[src/assert_macros.svh]
// Assertion macros for the block's RTL; only bash_ctrl.sv includes this file.
`ifndef ASSERT_MACROS_SVH
`define ASSERT_MACROS_SVH

// Property that must hold at every rising clock edge once reset is released.
`define ASSERT_CLK(label, prop, msg) \
	label: assert property (@(posedge clk) disable iff (!arst_n) (prop)) else $error(msg);

// Condition that must never be seen once reset is released.
`define ASSERT_NEVER(label, cond, msg) \
	label: assert property (@(posedge clk) disable iff (!arst_n) !(cond)) else $error(msg);

`endif

[src/bash_pkg.sv]
`default_nettype none
package bash_pkg;

	localparam int NWORDS  = 24;
	localparam int NROUNDS = 24;

	// Commands from the controller to the datapath.
	typedef struct packed {
		logic       load;
		logic       round;
		logic       emit;
		logic [4:0] rnd;
	} cmd_t;

	localparam logic [63:0] RC [NROUNDS] = '{
		64'h3BF5080AC8BA94B1, 64'hC1D1659C1BBD92F6, 64'h60E8B2CE0DDEC97B,
		64'hEC5FB8FE790FBC13, 64'hAA043DE6436706A7, 64'h8929FF6A5E535BFD,
		64'h98BF1E2C50C97550, 64'h4C5F8F162864BAA8, 64'h262FC78B14325D54,
		64'h1317E3C58A192EAA, 64'h098BF1E2C50C9755, 64'hD8EE19681D669304,
		64'h6C770CB40EB34982, 64'h363B865A0759A4C1, 64'hC73622B47C4C0ACE,
		64'h639B115A3E260567, 64'hEDE6693460F3DA1D, 64'hAAD8D5034F9935A0,
		64'h556C6A81A7CC9AD0, 64'h2AB63540D3E64D68, 64'h155B1AA069F326B4,
		64'h0AAD8D5034F9935A, 64'h0556C6A81A7CC9AD, 64'hDE8082CD72DEBC78
	};

	// New lane j of a row takes old lane SHx[j] of the source row.
	localparam logic [2:0] SH0 [8] = '{3'd6, 3'd3, 3'd0, 3'd5, 3'd2, 3'd7, 3'd4, 3'd1};
	localparam logic [2:0] SH1 [8] = '{3'd7, 3'd2, 3'd1, 3'd4, 3'd3, 3'd6, 3'd5, 3'd0};
	localparam logic [2:0] SH2 [8] = '{3'd1, 3'd0, 3'd3, 3'd2, 3'd5, 3'd4, 3'd7, 3'd6};

	localparam logic [5:0] M1_BASE = 6'd8;
	localparam logic [5:0] N1_BASE = 6'd53;
	localparam logic [5:0] M2_BASE = 6'd14;
	localparam logic [5:0] N2_BASE = 6'd1;

	// Rotation for column j: base * 7^j mod 64, evaluated for constant j.
	function automatic logic [5:0] rot_amt(input logic [5:0] base, input int j);
		logic [5:0] r;
		r = base;
		for (int k = 0; k < 8; k++) begin
			if (k < j) begin
				r = 6'(r * 6'd7);
			end
		end
		return r;
	endfunction

	function automatic logic [63:0] rotl(input logic [63:0] x, input logic [5:0] r);
		return (x << r) | (x >> (7'd64 - {1'b0, r}));
	endfunction

endpackage
`default_nettype wire

[src/bash_ctrl.sv]
`default_nettype none
`include "assert_macros.svh"
module bash_ctrl (
	input  wire logic          clk,
	input  wire logic          arst_n,
	input  wire logic          start,
	output logic               busy,
	output logic               valid,
	output logic               last_out,
	output bash_pkg::cmd_t     cmd
);

	localparam logic [1:0] ST_LOAD  = 2'd0;
	localparam logic [1:0] ST_ROUND = 2'd1;
	localparam logic [1:0] ST_EMIT  = 2'd2;

	localparam logic [4:0] CNT_LAST = 5'(bash_pkg::NWORDS - 1);

	logic [1:0] state_q;
	logic [4:0] cnt_q;
	logic       accept;

	assign busy   = (state_q != ST_LOAD);
	assign accept = start && !busy;
	assign valid  = (state_q == ST_EMIT);
	assign last_out = valid && (cnt_q == CNT_LAST);

	assign cmd.load  = accept;
	assign cmd.round = (state_q == ST_ROUND);
	assign cmd.emit  = valid;
	assign cmd.rnd   = cnt_q;

	always_ff @(posedge clk or negedge arst_n) begin
		if (!arst_n) begin
			state_q <= ST_LOAD;
			cnt_q   <= '0;
		end else begin
			case (state_q)
				ST_LOAD: begin
					if (accept) begin
						if (cnt_q == CNT_LAST) begin
							cnt_q   <= '0;
							state_q <= ST_ROUND;
						end else begin
							cnt_q <= cnt_q + 5'd1;
						end
					end
				end
				ST_ROUND, ST_EMIT: begin
					if (cnt_q == CNT_LAST) begin
						cnt_q   <= '0;
						state_q <= (state_q == ST_ROUND) ? ST_EMIT : ST_LOAD;
					end else begin
						cnt_q <= cnt_q + 5'd1;
					end
				end
				default: begin
					state_q <= ST_LOAD;
					cnt_q   <= '0;
				end
			endcase
		end
	end

	`ASSERT_CLK(a_full_load_starts, (accept && cnt_q == CNT_LAST) |=> (busy && !valid), "rounds did not follow the last word")
	`ASSERT_CLK(a_last_frees, last_out |=> !busy, "block not free after the last word")
	`ASSERT_NEVER(a_cmd_overlap, cmd.load && (cmd.round || cmd.emit), "load while the datapath is in use")
	`ASSERT_CLK(a_emit_follows_rounds, $rose(valid) |-> $past(cmd.round && cnt_q == CNT_LAST), "emit without 24 rounds")

endmodule
`default_nettype wire

[config.mk]
export PLATFORM = sky130hd
export DESIGN_NAME = bash_ctrl
export DESIGN_NICKNAME = d
export VERILOG_FILES = /design/src/bash_pkg.sv /design/src/bash_ctrl.sv
export VERILOG_INCLUDE_DIRS = /design/src /design/src/src
export SDC_FILE = /design/constraint.sdc
export NUM_CORES = 1
export LEC_CHECK = 0
export BUFFER_PORTS_ARGS = -buffer_cell sky130_fd_sc_hd__buf_4
export CORE_AREA = 5 5 42 44
export DETAILED_ROUTE_END_ITERATION = 16
export DIE_AREA = 0 0 47 49
export PLACE_DENSITY = 0.64
export SLEW_MARGIN = 20
export SYNTH_ARGS = -nofsm -noshare
export SYNTH_HDL_FRONTEND = slang
export SYNTH_SLANG_ARGS = --single-unit
[constraint.sdc]
create_clock -name clk -period 1.85 [get_ports clk]
set_input_delay 0.2775 -clock clk [delete_from_list [all_inputs] [get_ports clk]]
set_output_delay 0.2775 -clock clk [all_outputs]
set_load 0.005 [all_outputs]
==> flow_metrics.tcl, run 1 <==
set metrics [dict create \
    grt_first_pass_wirelength_mm 1.59 \
    hold_ws_ps 374 \
    clock_latency_ps 250 \
    synth_edf_count 0 \
    syn-num-nets 53 \
    cts_max_path_buffers 2 \
    period_share_pct 95.2 \
    maxCapViolCount 0 \
    synthMuxAreaShare_pct 5.04 \
    vias_per_cell 4.75 \
    synthAdderAreaFrac_pct 16.8 \
    synth_top_family_by_area "simple AND/OR/NAND/NOR gates" \
    ctsHoldBuffers 1 \
    ys_types 22 \
    critPathKind "register to output pin" \
    grt_pass1_vias 352 \
    cts_buffers 3 \
    arrival_ps 1480 \
    synth_compound_area_share_pct 13.4 \
    grt_max_degree 9 \
    drv_slew 0 \
    hpwl_um 717 \
    cpLargestDelayFamily "flip-flops" \
    cts-root-buf "clkbuf_4" \
    slowest_delay_ps 430 \
    ys_ff_latch 7 \
    drc 0 \
    syn_area_um2 447 \
    drive_above_1_share_pct 33.3 \
    dr.pass1.iters 4 \
    crit_path_max_fanout 6 \
    antenna_found_initial 0 \
    htree_num_levels 1 \
    fin_tns_setup_ps 0 \
    p_leak_uw 0.000293 \
    cts.repair.resized 0 \
    path_cells "ha_1 -> and4b_4 -> and2_2 -> buf_4" \
    worstMarginPinSlew_ps 431 \
    synthFlopType "dfrtp_1" \
    grt.overflow.total 0 \
    fmax_mhz 568 \
    row_count 14 \
    cts_tree "built" \
    synth_seq_area_share_pct 39.2 \
    syn-instance-count 44 \
    cp.required_ps 1570 \
    routed_wirelength_um 907 \
    synth_warnings 0 \
    hold_viol 0 \
    syn_to_final_growth_pct 31.1 \
    relSlewSlack_pct 71.2 \
    setup_viol 0 \
    async_flop_share_pct 100 \
    ios 14 \
    die-width_um 47 \
    num_vias 361 \
    synthSimpleGateAreaFrac_pct 19.6 \
    die-area_mm2 0.00230 \
    start_util_pct 31.9 \
    clk_pin_slew_ps 50 \
    diodes 0 \
    status "finished clean" \
    drt_iter0_markers 4 \
    n_fill_cell 139 \
    rsz0062_at_grt "false" \
    detail-route-antenna-nets 0 \
    cts_sinks 7 \
    layout.nets 70 \
    gp_congestion 0.694 \
    wire_per_inst_um 11.9 \
    core_mm2 0.00140 \
    synth_xor_area_share_pct 0 \
    track_usage_pct 9.71 \
    cts_setup_buffers 0 \
    ir_drop_mv 0.708 \
    fp.dieH_um 49 \
    start_kind "register" \
    final.min_clock_period_ps 1760 \
    power.density_mw_per_mm2 1650 \
    slowest_stage "dfrtp_1" \
    io_buffers 13 \
    syn_avg_cell_area_um2 10.2 \
    min_path_type "input port to async pin" \
    end_kind "output pin" \
    skew_ps 5.72 \
    worst-path-buf-inv 1 \
]
-- cell usage in the layout (no fill, tap or decap), drive strengths merged --
cell type / Yosys / routed
a21o: 1 / 1
nand2: 3 / 3
clkbuf: 0 / 4
nand3b: 1 / 1
o31ai: 1 / 1
mux2: 2 / 2
nand3: 2 / 2
nand2b: 1 / 1
nor4b: 1 / 1
o41ai: 1 / 1
ha: 6 / 6
nor2: 1 / 1
nor2b: 1 / 1
dfrtp: 7 / 7
a31oi: 1 / 1
inv: 3 / 3
and4b: 1 / 1
or3: 1 / 1
a21oi: 2 / 2
and2: 2 / 2
o21ai: 4 / 4
buf: 2 / 13
dlygate4sd3: 0 / 1
-- area by class of cell --
type | count | area, um2 | area share [%]
Timing Repair Buffer | 14 | 108 | 18.4
Multi-Input combinational cell | 32 | 245 | 41.9
Clock buffer | 4 | 26.3 | 4.49
Sequential cell | 7 | 175 | 29.9
Inverter | 3 | 11.3 | 1.92
Tap cell | 16 | 20.0 | 3.42
-- cells in the mapped netlist, drive strengths merged, types with 2 or more instances --
cell type / number / area share [%]
dfrtp: 7 / 39
o21ai: 4 / 4.5
nand3: 2 / 2.2
nand2: 3 / 2.5
ha: 6 / 17
and2: 2 / 3.1
a21oi: 2 / 2.2
mux2: 2 / 5.0
buf: 2 / 3.4
inv: 3 / 2.5
-- metal layers --
layer  track usage (%)  routed length [um]  up-vias
met3              5.90                  66        0
met2              13.1                 427        9
met5                 0                   0        -
met4              4.15                   0        0
met1              12.1                 413      163
li1                  -                   -      189
-- report_power, final --
part | leakage, uW | internal, uW | switching, uW | total, uW
registers | 0.0000884 | 228 | 90.9 | 319
logic | 0.000190 | 284 | 226 | 510
clock network | 0.0000150 | 82.3 | 56.7 | 139
-- worst paths after layout --
path	to	slack [ps]	cells past startpoint	startpoint
worst max-delay path	last_out	90	4	cnt_q[0]
worst min-delay path	cnt_q[3]	370	2	arst_n
worst min register to register	cnt_q[4]	520	1	cnt_q[4]
min in group clk	cnt_q[1]	380	4	start
max in group asynchronous	cnt_q[0]	1350	2	arst_n
worst max register to register	cnt_q[3]	220	4	cnt_q[0]
-- through the flow --
step	utilization (%)	area, um2	std cells	setup slack, ps	total power (uW)
finish	41.8	586	76	89.4	969
global route	41.8	586	76	18.9	1080
CTS	41.8	586	76	79.7	984
detailed placement	39.2	549	71	239	835
global placement	39.2	549	71	250	831
floorplan	-	447	44	341	630
-- cells by family after synthesis --
kind of cell               after synthesis
and+or+nand+nor                         14
DFF                                      7
AOI/OAI and AO/OA                       10
buffers and inverters                    5
muxes                                    2
adders and majority gates                6
-- state kept, by name (all words and copies together), names as in the netlist --
signal	count
cnt_q	5
state_q	2
(Power assumes the default switching activity.)
==> run 2: changes to the inputs <==
--- a/config.mk
+++ b/config.mk
@@ -7,10 +7,10 @@
 export NUM_CORES = 1
 export LEC_CHECK = 0
 export BUFFER_PORTS_ARGS = -buffer_cell sky130_fd_sc_hd__buf_4
-export CORE_AREA = 5 5 42 44
+export CORE_MARGIN = 5
+export CORE_UTILIZATION = 25
 export DETAILED_ROUTE_END_ITERATION = 16
-export DIE_AREA = 0 0 47 49
-export PLACE_DENSITY = 0.64
+export PLACE_DENSITY = 0.53
 export SLEW_MARGIN = 20
 export SYNTH_ARGS = -nofsm -noshare
 export SYNTH_HDL_FRONTEND = slang
==> constraint.sdc (replaced) <==
create_clock -name clk -period 1.85 [get_ports clk]
set_input_delay 0.37 -clock clk [delete_from_list [all_inputs] [get_ports clk]]
set_output_delay 0.37 -clock clk [all_outputs]
set_load 0.005 [all_outputs]
==> flow_metrics.tcl, run 2 (synthesized netlist as in run 1, its figures left out) <==
set metrics [dict create \
    status "finished clean" \
    wire_per_inst_um 10.1 \
    clk_pin_slew_ps 50 \
    diodes 0 \
    start_kind "register" \
    cts_tree "built" \
    die-width_um 52.3 \
    end_kind "output pin" \
    hpwl_um 674 \
    ios 14 \
    worst-path-buf-inv 1 \
    power.density_mw_per_mm2 1630 \
    num_vias 364 \
    period_share_pct 95.3 \
    track_usage_pct 7.71 \
    ir_drop_mv 0.770 \
    setup_viol 0 \
    fmax_mhz 567 \
    drv_slew 0 \
    cpLargestDelayFamily "flip-flops" \
    row_count 15 \
    drt_iter0_markers 0 \
    vias_per_cell 4.23 \
    cts_buffers 3 \
    min_path_type "input port to register" \
    mostFrequentLayoutCells "buf_4, dfrtp_1, ha_1" \
    die-area_mm2 0.00273 \
    top_register "cnt_q" \
    rsz0062_at_grt "false" \
    fp.dieH_um 52.3 \
    reg_top3 "cnt_q (5), state_q (2)" \
    crit_path_max_fanout 5 \
    antenna_found_initial 0 \
    layout.nets 71 \
    p_leak_uw 0.000297 \
    clock_latency_ps 250 \
    arrival_ps 1390 \
    core_mm2 0.00171 \
    grt.overflow.total 0 \
    drc 0 \
    critPathKind "register to output pin" \
    htree_num_levels 1 \
    io_buffers 13 \
    slowest_stage "dfrtp_1" \
    grt_pass1_vias 336 \
    cts-root-buf "clkbuf_4" \
    syn_to_final_growth_pct 38.4 \
    maxCapViolCount 0 \
    path_cells "ha_4 -> and4b_4 -> and2_2 -> buf_4" \
    final.min_clock_period_ps 1760 \
    cts_max_path_buffers 2 \
    dr.pass1.iters 1 \
    slowest_delay_ps 440 \
    gp_congestion 0.726 \
    start_util_pct 26.2 \
    cp.required_ps 1480 \
    fin_tns_setup_ps 0 \
    grt_max_degree 9 \
    grt_first_pass_wirelength_mm 1.49 \
    skew_ps 4.30 \
    hold_ws_ps 454 \
    relSlewSlack_pct 73.9 \
    worstMarginPinSlew_ps 391 \
    cts_sinks 7 \
    drive_above_1_share_pct 37.7 \
    final_common_cell "buf_4" \
    detail-route-antenna-nets 0 \
    routed_wirelength_um 865 \
    largest_register_ffs 5 \
    hold_viol 0 \
]
[run 2: changes by cell type in the layout (fill, tap and decap cells not counted), sizes merged]
cell | before | now
buf | 13 | 14
[run 2: final timing paths]
kind / from / to / slack [ps] / cells after the start
setup / recovery: cnt_q[1] / last_out / 90 / 4
hold / removal: start / cnt_q[1] / 450 / 4
setup reg to reg: state_q[0] / cnt_q[3] / 260 / 5
hold reg to reg: cnt_q[4] / cnt_q[4] / 530 / 1
max in group asynchronous: arst_n / cnt_q[0] / 1250 / 2
min in group asynchronous: arst_n / cnt_q[0] / 470 / 2
[run 2: per-stage QoR]
step                setup slack [ps]  util (%)  power, uW  std cells  instance area [um2]
global route                    14.6      36.2       1120         86                  618
floorplan                        341         -        630         44                  447
CTS                             43.8      35.1        981         85                  599
finish                          87.6      36.2       1000         86                  618
detailed placement               265      32.8        829         80                  561
global placement                 241      32.8        836         80                  561
[run 2: layout make-up]
type,instances,area (um2)
clock buffers,4,26.3
well taps,25,31.3
fillers,182,1090
inverters,3,11.3
flip-flops and latches,7,176
multi-input cells,32,258
repair buffers,15,115
[run 2: where the power goes]
part / switching [uW] / internal (uW) / total, uW
combinational: 225 / 312 / 536
sequential: 102 / 230 / 333
clock: 53.6 / 82.1 / 136
[run 2: routing by layer]
metal	up-vias	GRT usage (%)	part of all wire [%]
met1	162	8.95	46
met5	-	0	0
met4	0	1.28	0
met2	10	11.3	48
li1	192	-	-
met3	0	5.98	5.8
[run 2: worst register-to-register path, delay by kind of cell (launching register included)]
kind            cells  cell delay [ps]
compound gates      1              230
fa+ha+maj           1              240
buf+inv             1               90
flops               1              380
simple gates        2              550
[run 2: timing repair]
action | 4_1_cts | 5_1_grt
hold buffers | 1 | 0
setup buffers | 0 | 1
resized for setup | 1 | 2
gates cloned | 0 | 0
setup endpoints to repair | 1 | 1
endpoints found under the hold margin | 7 | 0
